<file path="src/hdl/pshm_pkg.sv">
package pshm_pkg;

    // field widths
    localparam int CntW     = 48;
    localparam int AgeW     = 16;
    localparam int TsW      = 64;
    localparam int HandleW  = 32;
    localparam int DevW     = 8;
    localparam int SeqW     = 16;
    localparam int PtsW     = 16;
    localparam int CmdW     = 2;
    localparam int StateW   = 2;
    localparam int CfgDataW = 32;
    localparam int CfgIdxW  = 3;

    // limits and reset values
    localparam logic [CntW-1:0] CNT_MAX             = '1;
    localparam logic [AgeW-1:0] AGE_MAX             = '1;
    localparam logic [AgeW-1:0] POINT_STALE_DEFAULT = 16'd2000;
    localparam logic [AgeW-1:0] IMU_STALE_DEFAULT   = 16'd1500;
    localparam logic [AgeW-1:0] GRACE_DEFAULT       = 16'd5000;

    typedef enum logic [CmdW-1:0] {
        CMD_POINT  = 2'd0,
        CMD_IMU    = 2'd1,
        CMD_TICK   = 2'd2,
        CMD_REPORT = 2'd3
    } cmd_t;

    typedef enum logic [StateW-1:0] {
        STREAM_STARTING  = 2'd0,
        STREAM_STREAMING = 2'd1,
        STREAM_STALE     = 2'd2
    } stream_state_t;

    typedef enum logic [StateW-1:0] {
        IMU_IDLE   = 2'd0,
        IMU_ACTIVE = 2'd1,
        IMU_STALE  = 2'd2
    } imu_state_t;

    typedef enum logic [CfgIdxW-1:0] {
        REG_MATCH_ENABLE  = 3'd0,
        REG_ACCEPT_HANDLE = 3'd1,
        REG_DEV_CODE      = 3'd2,
        REG_POINT_STALE   = 3'd3,
        REG_IMU_STALE     = 3'd4,
        REG_STARTUP_GRACE = 3'd5
    } cfg_reg_t;

    typedef struct packed {
        logic                match_enable;
        logic [HandleW-1:0]  accepted_handle;
        logic [DevW-1:0]     expected_dev_code;
        logic [AgeW-1:0]     point_stale_ticks;
        logic [AgeW-1:0]     imu_stale_ticks;
        logic [AgeW-1:0]     startup_grace_ticks;
    } cfg_t;

    typedef struct packed {
        cmd_t                command;
        logic [HandleW-1:0]  handle;
        logic [DevW-1:0]     dev_code;
        logic [SeqW-1:0]     sequence_req;
        logic [PtsW-1:0]     pkt_points;
        logic [TsW-1:0]      timestamp;
    } item_t;

    typedef struct packed {
        stream_state_t       stream_state;
        imu_state_t          imu_state;
        logic                loss_valid;
        logic [CntW-1:0]     point_packet_count;
        logic [CntW-1:0]     imu_packet_count;
        logic [CntW-1:0]     lost_packet_count;
        logic [CntW-1:0]     points_received;
        logic [CntW-1:0]     ivl_point_pkt_cnt;
        logic [CntW-1:0]     ivl_imu_pkt_cnt;
        logic [CntW-1:0]     ivl_point_sum;
        logic [TsW-1:0]      device_timestamp;
        logic [AgeW-1:0]     point_age_ticks;
    } result_t;

    // saturating counter add
    function automatic logic [CntW-1:0] sat_add(input logic [CntW-1:0] a,
                                                input logic [CntW-1:0] b);
        logic [CntW:0] sum;
        begin
            sum = {1'b0, a} + {1'b0, b};
            sat_add = sum[CntW] ? CNT_MAX : sum[CntW-1:0];
        end
    endfunction

    // saturating age increment
    function automatic logic [AgeW-1:0] age_inc(input logic [AgeW-1:0] a);
        begin
            age_inc = (a == AGE_MAX) ? AGE_MAX : a + 1'b1;
        end
    endfunction

endpackage

</file>
<file path="src/hdl/pshm_if.sv">
interface pshm_in_if;
    logic                         valid;
    logic                         ready;
    logic [pshm_pkg::CmdW-1:0]    command;
    logic [pshm_pkg::HandleW-1:0] handle;
    logic [pshm_pkg::DevW-1:0]    dev_code;
    logic [pshm_pkg::SeqW-1:0]    sequence_req;
    logic [pshm_pkg::PtsW-1:0]    pkt_points;
    logic [pshm_pkg::TsW-1:0]     timestamp;

    modport source (
        output valid, command, handle, dev_code, sequence_req, pkt_points, timestamp,
        input  ready
    );
    modport sink (
        input  valid, command, handle, dev_code, sequence_req, pkt_points, timestamp,
        output ready
    );
endinterface

interface pshm_out_if;
    logic                        valid;
    logic                        ready;
    logic [pshm_pkg::StateW-1:0] stream_state;
    logic [pshm_pkg::StateW-1:0] imu_state;
    logic                        loss_valid;
    logic [pshm_pkg::CntW-1:0]   point_packet_count;
    logic [pshm_pkg::CntW-1:0]   imu_packet_count;
    logic [pshm_pkg::CntW-1:0]   lost_packet_count;
    logic [pshm_pkg::CntW-1:0]   points_received;
    logic [pshm_pkg::CntW-1:0]   ivl_point_pkt_cnt;
    logic [pshm_pkg::CntW-1:0]   ivl_imu_pkt_cnt;
    logic [pshm_pkg::CntW-1:0]   ivl_point_sum;
    logic [pshm_pkg::TsW-1:0]    device_timestamp;
    logic [pshm_pkg::AgeW-1:0]   point_age_ticks;

    modport source (
        output valid, stream_state, imu_state, loss_valid, point_packet_count,
               imu_packet_count, lost_packet_count, points_received,
               ivl_point_pkt_cnt, ivl_imu_pkt_cnt, ivl_point_sum,
               device_timestamp, point_age_ticks,
        input  ready
    );
    modport sink (
        input  valid, stream_state, imu_state, loss_valid, point_packet_count,
               imu_packet_count, lost_packet_count, points_received,
               ivl_point_pkt_cnt, ivl_imu_pkt_cnt, ivl_point_sum,
               device_timestamp, point_age_ticks,
        output ready
    );
endinterface

</file>
<file path="src/hdl/packet_stream_health_monitor_unit.sv">
// channel  | dir | handshake      | payload
// ---------+-----+----------------+------------------------------------------------
// in_ch    | in  | valid / ready  | command, handle, dev_code, sequence_req,
//          |     |                | pkt_points, timestamp
// out_ch   | out | valid / ready  | report: states, loss_valid, counters,
//          |     |                | device_timestamp, point_age_ticks
// cfg      | in  | cfg_wr_en      | cfg_index, cfg_wdata (no read-back)
//
// one transaction per cycle sustained while no report waits for out_ch: input register, update logic, result register
// a report passes from the input register into the result register and is presented on out_ch from there
// reset clears all counters, timers and flags; configuration returns to its defaults
// a report held in the input stage waits only while the result register is full and
// out_ch.ready is low; in_ch.ready drops only behind such a waiting report
module packet_stream_health_monitor_unit (
    input  logic                           clk,
    input  logic                           rst_n,
    pshm_in_if.sink                        in_ch,
    pshm_out_if.source                     out_ch,
    input  logic                           cfg_wr_en,
    input  logic [pshm_pkg::CfgIdxW-1:0]   cfg_index,
    input  logic [pshm_pkg::CfgDataW-1:0]  cfg_wdata
);

    pshm_pkg::cfg_t  cfg;
    pshm_pkg::item_t item;
    logic            item_valid;
    logic            item_take;

    // configuration registers
    pshm_cfg_regs u_cfg_regs (
        .clk       (clk),
        .rst_n     (rst_n),
        .cfg_wr_en (cfg_wr_en),
        .cfg_index (cfg_index),
        .cfg_wdata (cfg_wdata),
        .cfg       (cfg)
    );

    // input register
    pshm_in_stage u_in_stage (
        .clk        (clk),
        .rst_n      (rst_n),
        .in_ch      (in_ch),
        .item_take  (item_take),
        .item_valid (item_valid),
        .item       (item)
    );

    // counters, timers and result register
    pshm_core u_core (
        .clk        (clk),
        .rst_n      (rst_n),
        .cfg        (cfg),
        .item_valid (item_valid),
        .item       (item),
        .item_take  (item_take),
        .out_ch     (out_ch)
    );

endmodule

</file>
<file path="src/hdl/pshm_cfg_regs.sv">
module pshm_cfg_regs (
    input  logic                           clk,
    input  logic                           rst_n,
    input  logic                           cfg_wr_en,
    input  logic [pshm_pkg::CfgIdxW-1:0]   cfg_index,
    input  logic [pshm_pkg::CfgDataW-1:0]  cfg_wdata,
    output pshm_pkg::cfg_t                 cfg
);

    pshm_pkg::cfg_t cfg_reg;
    pshm_pkg::cfg_t cfg_next;

    // register decode, writes beyond the list are dropped
    always_comb
    begin
        cfg_next = cfg_reg;
        if (cfg_wr_en)
        begin
            case (pshm_pkg::cfg_reg_t'(cfg_index))
                pshm_pkg::REG_MATCH_ENABLE:  cfg_next.match_enable = cfg_wdata[0];
                pshm_pkg::REG_ACCEPT_HANDLE:
                    cfg_next.accepted_handle = cfg_wdata[pshm_pkg::HandleW-1:0];
                pshm_pkg::REG_DEV_CODE:
                    cfg_next.expected_dev_code = cfg_wdata[pshm_pkg::DevW-1:0];
                pshm_pkg::REG_POINT_STALE:
                    cfg_next.point_stale_ticks = cfg_wdata[pshm_pkg::AgeW-1:0];
                pshm_pkg::REG_IMU_STALE:
                    cfg_next.imu_stale_ticks = cfg_wdata[pshm_pkg::AgeW-1:0];
                pshm_pkg::REG_STARTUP_GRACE:
                    cfg_next.startup_grace_ticks = cfg_wdata[pshm_pkg::AgeW-1:0];
                default: ;
            endcase
        end
    end

    always_ff @(posedge clk or negedge rst_n)
    begin
        if (!rst_n)
        begin
            cfg_reg.match_enable        <= 1'b0;
            cfg_reg.accepted_handle     <= '0;
            cfg_reg.expected_dev_code   <= '0;
            cfg_reg.point_stale_ticks   <= pshm_pkg::POINT_STALE_DEFAULT;
            cfg_reg.imu_stale_ticks     <= pshm_pkg::IMU_STALE_DEFAULT;
            cfg_reg.startup_grace_ticks <= pshm_pkg::GRACE_DEFAULT;
        end
        else
        begin
            cfg_reg <= cfg_next;
        end
    end

    assign cfg = cfg_reg;

endmodule

</file>
<file path="src/hdl/pshm_in_stage.sv">
module pshm_in_stage (
    input  logic              clk,
    input  logic              rst_n,
    pshm_in_if.sink           in_ch,
    input  logic              item_take,
    output logic              item_valid,
    output pshm_pkg::item_t   item
);

    logic            item_valid_reg;
    logic            item_valid_next;
    pshm_pkg::item_t item_reg;
    pshm_pkg::item_t item_next;
    logic            in_fire;

    // stage frees up whenever the core consumes the held transaction
    assign in_ch.ready = !item_valid_reg || item_take;
    assign in_fire     = in_ch.valid && in_ch.ready;

    always_comb
    begin
        item_next       = item_reg;
        item_valid_next = item_valid_reg;
        if (in_fire)
        begin
            item_next.command      = pshm_pkg::cmd_t'(in_ch.command);
            item_next.handle       = in_ch.handle;
            item_next.dev_code     = in_ch.dev_code;
            item_next.sequence_req = in_ch.sequence_req;
            item_next.pkt_points   = in_ch.pkt_points;
            item_next.timestamp    = in_ch.timestamp;
            item_valid_next        = 1'b1;
        end
        else if (item_take)
        begin
            item_valid_next = 1'b0;
        end
    end

    always_ff @(posedge clk or negedge rst_n)
    begin
        if (!rst_n)
        begin
            item_valid_reg <= 1'b0;
        end
        else
        begin
            item_valid_reg <= item_valid_next;
        end
    end

    // payload, no reset
    always_ff @(posedge clk)
    begin
        item_reg <= item_next;
    end

    assign item_valid = item_valid_reg;
    assign item       = item_reg;

endmodule

</file>
<file path="src/hdl/pshm_core.sv">
module pshm_core (
    input  logic              clk,
    input  logic              rst_n,
    input  pshm_pkg::cfg_t    cfg,
    input  logic              item_valid,
    input  pshm_pkg::item_t   item,
    output logic              item_take,
    pshm_out_if.source        out_ch
);

    localparam int CntW = pshm_pkg::CntW;
    localparam int AgeW = pshm_pkg::AgeW;
    localparam int SeqW = pshm_pkg::SeqW;
    localparam int PtsW = pshm_pkg::PtsW;

    logic [CntW-1:0]          point_packets_reg, point_packets_next;
    logic [CntW-1:0]          imu_packets_reg, imu_packets_next;
    logic [CntW-1:0]          points_total_reg, points_total_next;
    logic [CntW-1:0]          lost_packets_reg, lost_packets_next;
    logic [CntW-1:0]          ival_point_pkts_reg, ival_point_pkts_next;
    logic [CntW-1:0]          ival_imu_pkts_reg, ival_imu_pkts_next;
    logic [CntW-1:0]          ival_pts_reg, ival_pts_next;
    logic                     have_sequence_reg, have_sequence_next;
    logic [SeqW-1:0]          last_sequence_reg, last_sequence_next;
    logic                     have_point_time_reg, have_point_time_next;
    logic                     have_imu_time_reg, have_imu_time_next;
    logic [AgeW-1:0]          point_age_reg, point_age_next;
    logic [AgeW-1:0]          imu_age_reg, imu_age_next;
    logic [AgeW-1:0]          uptime_reg, uptime_next;
    logic [pshm_pkg::TsW-1:0] last_ts_reg, last_ts_next;

    logic                     out_valid_reg, out_valid_next;
    pshm_pkg::result_t        result_reg, result_next;
    pshm_pkg::result_t        report;

    logic                     is_report;
    logic                     pkt_match;
    logic [SeqW-1:0]          seq_gap;
    logic                     gap_lost;
    logic [CntW-1:0]          pts_ext;
    logic [CntW-1:0]          lost_ext;

    // a report waits only for room in the result register
    assign is_report = (item.command == pshm_pkg::CMD_REPORT);
    assign item_take = item_valid && (!is_report || !out_valid_reg || out_ch.ready);

    // packet filter and sequence gap
    assign pkt_match = cfg.match_enable && (item.handle == cfg.accepted_handle)
                       && (item.dev_code == cfg.expected_dev_code);
    assign seq_gap   = item.sequence_req - last_sequence_reg;
    assign gap_lost  = have_sequence_reg && !seq_gap[SeqW-1] && (seq_gap > SeqW'(1));
    assign pts_ext   = {{(CntW-PtsW){1'b0}}, item.pkt_points};
    assign lost_ext  = {{(CntW-SeqW){1'b0}}, seq_gap - SeqW'(1)};

    // report snapshot from current state
    always_comb
    begin
        report = '0;
        if (have_point_time_reg && (point_age_reg <= cfg.point_stale_ticks))
            report.stream_state = pshm_pkg::STREAM_STREAMING;
        else if (uptime_reg >= cfg.startup_grace_ticks)
            report.stream_state = pshm_pkg::STREAM_STALE;
        else
            report.stream_state = pshm_pkg::STREAM_STARTING;
        if (!have_imu_time_reg)
            report.imu_state = pshm_pkg::IMU_IDLE;
        else if (imu_age_reg <= cfg.imu_stale_ticks)
            report.imu_state = pshm_pkg::IMU_ACTIVE;
        else
            report.imu_state = pshm_pkg::IMU_STALE;
        report.loss_valid         = have_sequence_reg && (point_packets_reg > CntW'(1));
        report.point_packet_count = point_packets_reg;
        report.imu_packet_count   = imu_packets_reg;
        report.lost_packet_count  = lost_packets_reg;
        report.points_received    = points_total_reg;
        report.ivl_point_pkt_cnt  = ival_point_pkts_reg;
        report.ivl_imu_pkt_cnt    = ival_imu_pkts_reg;
        report.ivl_point_sum      = ival_pts_reg;
        report.device_timestamp   = have_point_time_reg ? last_ts_reg : '0;
        report.point_age_ticks    = have_point_time_reg ? point_age_reg : '0;
    end

    // state update per transaction
    always_comb
    begin
        point_packets_next   = point_packets_reg;
        imu_packets_next     = imu_packets_reg;
        points_total_next    = points_total_reg;
        lost_packets_next    = lost_packets_reg;
        ival_point_pkts_next = ival_point_pkts_reg;
        ival_imu_pkts_next   = ival_imu_pkts_reg;
        ival_pts_next        = ival_pts_reg;
        have_sequence_next   = have_sequence_reg;
        last_sequence_next   = last_sequence_reg;
        have_point_time_next = have_point_time_reg;
        have_imu_time_next   = have_imu_time_reg;
        point_age_next       = point_age_reg;
        imu_age_next         = imu_age_reg;
        uptime_next          = uptime_reg;
        last_ts_next         = last_ts_reg;
        if (item_take)
        begin
            case (item.command)
                pshm_pkg::CMD_POINT:
                begin
                    if (pkt_match)
                    begin
                        point_packets_next   = pshm_pkg::sat_add(point_packets_reg, CntW'(1));
                        ival_point_pkts_next = pshm_pkg::sat_add(ival_point_pkts_reg,
                                                                 CntW'(1));
                        points_total_next    = pshm_pkg::sat_add(points_total_reg, pts_ext);
                        ival_pts_next        = pshm_pkg::sat_add(ival_pts_reg, pts_ext);
                        if (gap_lost)
                            lost_packets_next = pshm_pkg::sat_add(lost_packets_reg, lost_ext);
                        have_sequence_next   = 1'b1;
                        last_sequence_next   = item.sequence_req;
                        have_point_time_next = 1'b1;
                        point_age_next       = '0;
                        last_ts_next         = item.timestamp;
                    end
                end
                pshm_pkg::CMD_IMU:
                begin
                    if (pkt_match)
                    begin
                        imu_packets_next   = pshm_pkg::sat_add(imu_packets_reg, CntW'(1));
                        ival_imu_pkts_next = pshm_pkg::sat_add(ival_imu_pkts_reg, CntW'(1));
                        have_imu_time_next = 1'b1;
                        imu_age_next       = '0;
                    end
                end
                pshm_pkg::CMD_TICK:
                begin
                    point_age_next = pshm_pkg::age_inc(point_age_reg);
                    imu_age_next   = pshm_pkg::age_inc(imu_age_reg);
                    uptime_next    = pshm_pkg::age_inc(uptime_reg);
                end
                pshm_pkg::CMD_REPORT:
                begin
                    ival_point_pkts_next = '0;
                    ival_imu_pkts_next   = '0;
                    ival_pts_next        = '0;
                end
                default: ;
            endcase
        end
    end

    // result register control
    always_comb
    begin
        result_next    = result_reg;
        out_valid_next = out_valid_reg;
        if (item_take && is_report)
        begin
            result_next    = report;
            out_valid_next = 1'b1;
        end
        else if (out_ch.ready)
        begin
            out_valid_next = 1'b0;
        end
    end

    always_ff @(posedge clk or negedge rst_n)
    begin
        if (!rst_n)
        begin
            point_packets_reg   <= '0;
            imu_packets_reg     <= '0;
            points_total_reg    <= '0;
            lost_packets_reg    <= '0;
            ival_point_pkts_reg <= '0;
            ival_imu_pkts_reg   <= '0;
            ival_pts_reg        <= '0;
            have_sequence_reg   <= 1'b0;
            last_sequence_reg   <= '0;
            have_point_time_reg <= 1'b0;
            have_imu_time_reg   <= 1'b0;
            point_age_reg       <= '0;
            imu_age_reg         <= '0;
            uptime_reg          <= '0;
            last_ts_reg         <= '0;
            out_valid_reg       <= 1'b0;
        end
        else
        begin
            point_packets_reg   <= point_packets_next;
            imu_packets_reg     <= imu_packets_next;
            points_total_reg    <= points_total_next;
            lost_packets_reg    <= lost_packets_next;
            ival_point_pkts_reg <= ival_point_pkts_next;
            ival_imu_pkts_reg   <= ival_imu_pkts_next;
            ival_pts_reg        <= ival_pts_next;
            have_sequence_reg   <= have_sequence_next;
            last_sequence_reg   <= last_sequence_next;
            have_point_time_reg <= have_point_time_next;
            have_imu_time_reg   <= have_imu_time_next;
            point_age_reg       <= point_age_next;
            imu_age_reg         <= imu_age_next;
            uptime_reg          <= uptime_next;
            last_ts_reg         <= last_ts_next;
            out_valid_reg       <= out_valid_next;
        end
    end

    // result payload, no reset
    always_ff @(posedge clk)
    begin
        result_reg <= result_next;
    end

    // drive output channel
    assign out_ch.valid              = out_valid_reg;
    assign out_ch.stream_state       = result_reg.stream_state;
    assign out_ch.imu_state          = result_reg.imu_state;
    assign out_ch.loss_valid         = result_reg.loss_valid;
    assign out_ch.point_packet_count = result_reg.point_packet_count;
    assign out_ch.imu_packet_count   = result_reg.imu_packet_count;
    assign out_ch.lost_packet_count  = result_reg.lost_packet_count;
    assign out_ch.points_received    = result_reg.points_received;
    assign out_ch.ivl_point_pkt_cnt  = result_reg.ivl_point_pkt_cnt;
    assign out_ch.ivl_imu_pkt_cnt    = result_reg.ivl_imu_pkt_cnt;
    assign out_ch.ivl_point_sum      = result_reg.ivl_point_sum;
    assign out_ch.device_timestamp   = result_reg.device_timestamp;
    assign out_ch.point_age_ticks    = result_reg.point_age_ticks;

endmodule

</file>
<file path="src/flat_wrapper.sv">
// flat-port wrapper written by rule: the top's interface ports become plain ports
module packet_stream_health_monitor_unit_flat 
  (clk, rst_n, cfg_wr_en, cfg_index, cfg_wdata, in_ch_valid, in_ch_command, in_ch_handle, in_ch_dev_code, in_ch_sequence_req, in_ch_pkt_points, in_ch_timestamp, in_ch_ready, out_ch_valid, out_ch_stream_state, out_ch_imu_state, out_ch_loss_valid, out_ch_point_packet_count, out_ch_imu_packet_count, out_ch_lost_packet_count, out_ch_points_received, out_ch_ivl_point_pkt_cnt, out_ch_ivl_imu_pkt_cnt, out_ch_ivl_point_sum, out_ch_device_timestamp, out_ch_point_age_ticks, out_ch_ready);
  pshm_in_if in_ch_i ();
  pshm_out_if out_ch_i ();
  input  logic clk;
  input  logic rst_n;
  input  logic cfg_wr_en;
  input  logic [pshm_pkg::CfgIdxW-1:0] cfg_index;
  input  logic [pshm_pkg::CfgDataW-1:0] cfg_wdata;
  input wire logic [$bits(in_ch_i.valid)-1:0] in_ch_valid;
  input wire logic [$bits(in_ch_i.command)-1:0] in_ch_command;
  input wire logic [$bits(in_ch_i.handle)-1:0] in_ch_handle;
  input wire logic [$bits(in_ch_i.dev_code)-1:0] in_ch_dev_code;
  input wire logic [$bits(in_ch_i.sequence_req)-1:0] in_ch_sequence_req;
  input wire logic [$bits(in_ch_i.pkt_points)-1:0] in_ch_pkt_points;
  input wire logic [$bits(in_ch_i.timestamp)-1:0] in_ch_timestamp;
  output wire logic [$bits(in_ch_i.ready)-1:0] in_ch_ready;
  output wire logic [$bits(out_ch_i.valid)-1:0] out_ch_valid;
  output wire logic [$bits(out_ch_i.stream_state)-1:0] out_ch_stream_state;
  output wire logic [$bits(out_ch_i.imu_state)-1:0] out_ch_imu_state;
  output wire logic [$bits(out_ch_i.loss_valid)-1:0] out_ch_loss_valid;
  output wire logic [$bits(out_ch_i.point_packet_count)-1:0] out_ch_point_packet_count;
  output wire logic [$bits(out_ch_i.imu_packet_count)-1:0] out_ch_imu_packet_count;
  output wire logic [$bits(out_ch_i.lost_packet_count)-1:0] out_ch_lost_packet_count;
  output wire logic [$bits(out_ch_i.points_received)-1:0] out_ch_points_received;
  output wire logic [$bits(out_ch_i.ivl_point_pkt_cnt)-1:0] out_ch_ivl_point_pkt_cnt;
  output wire logic [$bits(out_ch_i.ivl_imu_pkt_cnt)-1:0] out_ch_ivl_imu_pkt_cnt;
  output wire logic [$bits(out_ch_i.ivl_point_sum)-1:0] out_ch_ivl_point_sum;
  output wire logic [$bits(out_ch_i.device_timestamp)-1:0] out_ch_device_timestamp;
  output wire logic [$bits(out_ch_i.point_age_ticks)-1:0] out_ch_point_age_ticks;
  input wire logic [$bits(out_ch_i.ready)-1:0] out_ch_ready;
  assign in_ch_i.valid = in_ch_valid;
  assign in_ch_i.command = in_ch_command;
  assign in_ch_i.handle = in_ch_handle;
  assign in_ch_i.dev_code = in_ch_dev_code;
  assign in_ch_i.sequence_req = in_ch_sequence_req;
  assign in_ch_i.pkt_points = in_ch_pkt_points;
  assign in_ch_i.timestamp = in_ch_timestamp;
  assign in_ch_ready = in_ch_i.ready;
  assign out_ch_valid = out_ch_i.valid;
  assign out_ch_stream_state = out_ch_i.stream_state;
  assign out_ch_imu_state = out_ch_i.imu_state;
  assign out_ch_loss_valid = out_ch_i.loss_valid;
  assign out_ch_point_packet_count = out_ch_i.point_packet_count;
  assign out_ch_imu_packet_count = out_ch_i.imu_packet_count;
  assign out_ch_lost_packet_count = out_ch_i.lost_packet_count;
  assign out_ch_points_received = out_ch_i.points_received;
  assign out_ch_ivl_point_pkt_cnt = out_ch_i.ivl_point_pkt_cnt;
  assign out_ch_ivl_imu_pkt_cnt = out_ch_i.ivl_imu_pkt_cnt;
  assign out_ch_ivl_point_sum = out_ch_i.ivl_point_sum;
  assign out_ch_device_timestamp = out_ch_i.device_timestamp;
  assign out_ch_point_age_ticks = out_ch_i.point_age_ticks;
  assign out_ch_i.ready = out_ch_ready;
  packet_stream_health_monitor_unit u_core (.clk(clk), .rst_n(rst_n), .in_ch(in_ch_i), .out_ch(out_ch_i), .cfg_wr_en(cfg_wr_en), .cfg_index(cfg_index), .cfg_wdata(cfg_wdata));
endmodule
</file>
<file path="config.mk">
export PLATFORM = sky130hd
export DESIGN_NAME = packet_stream_health_monitor_unit_flat
export DESIGN_NICKNAME = d
export VERILOG_FILES = /design/src/hdl/pshm_pkg.sv /design/src/hdl/pshm_if.sv /design/src/hdl/packet_stream_health_monitor_unit.sv /design/src/hdl/pshm_cfg_regs.sv /design/src/hdl/pshm_in_stage.sv /design/src/hdl/pshm_core.sv /design/src/flat_wrapper.sv
export SDC_FILE = /design/constraint.sdc
export NUM_CORES = 2
export LEC_CHECK = 0
export ABC_AREA = 1
export BUFFER_PORTS_ARGS = -buffer_cell sky130_fd_sc_hd__buf_2
export CAP_MARGIN = 20
export CORE_MARGIN = 4
export CORE_UTILIZATION = 57
export CTS_CLUSTER_SIZE = 24
export DETAILED_ROUTE_END_ITERATION = 10
export PLACE_DENSITY = 0.87
export SYNTH_ARGS = -nofsm -noshare
export SYNTH_HDL_FRONTEND = slang
export SYNTH_SLANG_ARGS = --single-unit
</file>
<file path="constraint.sdc">
create_clock -name clk -period 16.7 [get_ports clk]
set_input_delay 2.505 -clock clk [delete_from_list [all_inputs] [get_ports clk]]
set_output_delay 2.505 -clock clk [all_outputs]
set_load 0.01 [all_outputs]
</file>
==> summary.md <==
| Metric | Value |
|---|---|
| Clock transition at the registers of the reported paths | `0.06 ns` |
| Normalized max-slew margin | `29.74%` |
| Worst path required time | `14.20 ns` |
| Unrepaired setup endpoints after global routing | `false` |
| DRC viols | `0` |
| CTS max path bufs | `3` |
| FF-to-FF path depth | `27` |
| Critical Path AT | `3.17 ns` |
| Post-DR vias/cell | `5.689` |
| Gr ovfl total | `0` |
| Clock latency on the worst-skew pair | `0.71 ns` |
| Final hold viol count | `0` |
| Final Cycle Share | `33.96%` |
| Mapped Area | `0.05515 mm^2` |
| Count leader, synth | `nand2_1` |
| Crit-path cells | `buf_2 -> inv_1 -> nand4_1 -> buf_2` |
| Worst R2R End | `u_core.u_core.lost_packets_reg[31]` |
| # setup viols final | `0` |
| Cell Rows | `113` |
| Vias in the first global route | `44470` |
| Root buffer cell | `clkbuf_16` |
| Setup Skew | `0.03780 ns` |
| WP buf/inv | `3` |
| Reg-to-reg slack, setup | `11.51 ns` |
| Setup TNS | `0 ns` |
| Core Area | `0.09544 mm^2` |
| Cells after DPL | `7951` |
| Hold Crit Depth | `2` |
| Yosys top cell area share | `30.44%` |
| Nets@finish | `7107` |
| Initial Util | `57.78%` |
| CTS Sinks | `1116` |
| Register bit count reported by yosys | `1116` |
| Status | `complete, no violations` |
| Hold_buf cts | `0` |
| # port buffers | `600` |
| Max Slew Vio Count | `0` |
| Yosys Warn Count | `0` |
| Main synth FF type | `edfxtp_1` |
| Worst Setup End Kind | `primary output` |
| Sequential area share after synthesis | `55.75%` |
| Area Growth Syn to Fin | `14.50%` |
| Setup crit start kind | `primary input` |
| Post-Route M1 WL | `66720 um` |
| Share of post-route cells with drive strength above 1 | `13.14%` |
| CTS buffer count | `111` |
| Met2 WL | `77620 um` |
| Vias | `46504` |
| Routed wire length | `165700 um` |
| Final Critical Period | `5.672 ns` |
| Worst R2R Start | `u_core.u_in_stage.item[80]` |
| H-tree Lvls | `3` |
| PD cells | `95.91 mW/mm^2` |
| Non-Filler Instances | `8175` |
| Max reg flops | `138` |
| CTS tree | `yes` |
| Core Util, Final | `66.16%` |
| Initial antenna violation count | `15` |
| Post-Syn Area per Cell | `8.887 um^2` |
| Commonest cells in the netlist | `1696 x nand2_1, 755 x inv_1, 559 x edfxtp_1` |
| Fmax | `176.3 MHz` |
| Detail Placement HPWL | `122400 um` |
| DRT iter0 DRCs | `4811` |
| Slowest-stage cell, CP | `buf_2` |
| Post-synth EDFFs | `559` |
| Maximum vdd drop | `0.08702 mV` |
| CP most frequent cell | `buf_2` |
| Type of the worst min-delay path | `reg -> reg` |
| Slew at the pin closest to its max-slew limit | `1.050 ns` |
| Gate count of the mapped netlist | `6205` |
| GRT Resource Usage Total | `31.78%` |
| Hold Startpoint | `u_core.u_in_stage.item[27]` |
| Peak fanout along the critical path | `3` |
| Total length of routed met3 wires | `14430 um` |
| Largest net degree at the start of global routing | `179` |
| IO Pins | `601` |
| Fraction of registers with async set/reset | `49.91%` |
| DP Area | `0.05940 mm^2` |
| CP Class | `in -> out` |
| Max-Cap Viols | `0` |
| Largest stage delay, worst path | `0.22 ns` |
| First-pass GRT wire length | `254700 um` |
| Initial DRT Pass Iterations | `6` |
| Cell taking the most area after synthesis | `edfxtp_1` |
| Post-DRT Antenna Nets | `0` |
| Leakage | `27.99 nW` |
| DR WL/cell | `20.27 um` |
| # fillers | `7673` |
| Synth cell types | `62` |
| Synth area leaders | `edfxtp_1 30%, dfrtp_1 24%, nand2_1 12%` |
| Die area | `0.1018 mm^2` |
| Delay-heaviest family, CP | `buffers and inverters` |
| Post-route cell area | `0.06314 mm^2` |
| Postcts setup bufs | `0` |
| Max layer used | `met5` |
| Die Width | `319.0 um` |
| PostCTS Resize Cnt | `0` |
| Die span in y | `319.0 um` |
| Final GP Congestion | `1.012` |
| Syn nets | `6511` |
| Hold path endpoint | `u_core.u_core.last_ts_reg[27]` |
-- final cells by class --
class                   instances  area (um^2)  area share [%]
diodes                         10        25.02         0.03963
clock buffers                 166         3166           5.013
clock inverters                46        519.2          0.8224
inverters                     764         2883           4.566
multi-input cells            4178        20920           33.13
flip-flops and latches       1116        30750           48.70
well taps                    1265         1583           2.507
repair buffers                630         3296           5.220
-- how the worst max path moves through the flow --
stage / start / slack (ns) / depth (start not counted) / endpoint
floorplan: out_ch_ready / 4.77 / 4 / u_core.u_core.out_ch.device_timestamp[0]
global placement: out_ch_ready / 10.56 / 7 / u_core.u_core.out_ch.ivl_imu_pkt_cnt[14]
detailed placement: out_ch_ready / 10.36 / 7 / u_core.u_core.out_ch.ivl_imu_pkt_cnt[10]
CTS: out_ch_ready / 11.02 / 4 / in_ch_ready
global route: out_ch_ready / 10.85 / 7 / u_core.u_core.out_ch.ivl_imu_pkt_cnt[6]
finish: out_ch_ready / 11.03 / 4 / in_ch_ready
-- cell families after synthesis --
| logic type | synth area share [%] |
|---|---|
| DFF | 55.75 |
| adders and majority gates | 2.959 |
| xor gates and xnor gates | 3.558 |
| buffers and inverters | 6.364 |
| muxes | 0.2042 |
| AOI/OAI and AO/OA | 7.104 |
| and+or+nand+nor | 24.06 |
-- placed cells by master (no fill, tap or decap), types with 13 or more instances in the layout --
cell type  instances
xnor2_1           70
dfrtp_1          538
ha_1             124
a2bb2oi_1         14
a22o_1            15
inv_1            753
or2_2             39
a21o_1            45
o21ai_1           22
edfxtp_1         559
buf_4             26
nand2_1         1693
a21oi_1          171
o21ai_0          377
clkbuf_1          38
buf_2            599
clkbuf_16        112
clkbuf_8          16
nor4_1            65
dfstp_2           18
a31oi_1           14
xor2_1           154
nand4_1          168
nor2_1           538
clkinv_2          13
nand3_1          371
nor3_1           181
-- routing by layer --
metal	vias up	GRT usage (%)
li1	21760	-
met1	22145	43.05
met2	2216	51.64
met3	373	5.536
met4	10	12.35
met5	-	0
-- worst register-to-register path: cells and delay by family (launching register included) --
| family | cells | cell delay [ns] |
|---|---|---|
| adders and majority gates | 3 | 0.96 |
| buffers and inverters | 6 | 0.81 |
| AOI/OAI and AO/OA | 1 | 0.25 |
| xor gates and xnor gates | 1 | 0.14 |
| DFF | 1 | 0.35 |
| and+or+nand+nor | 16 | 2.62 |
-- stage by stage --
step / total power (W) / hold WS [ns] / setup WS (ns)
finish: 0.006056 / 0.4328 / 11.03
global placement: 0.003565 / 0.4193 / 10.56
CTS: 0.006086 / 0.4385 / 11.02
detailed placement: 0.003587 / 0.4251 / 10.36
global route: 0.006282 / 0.4409 / 10.85
floorplan: 0.003400 / 0.4184 / 4.770
-- power by group --
part / internal, W / switching, W
Combinational: 0.000152 / 0.000299
Clock: 0.00144 / 0.00107
Sequential: 0.00301 / 0.0000800
(Power assumes the default switching activity.)
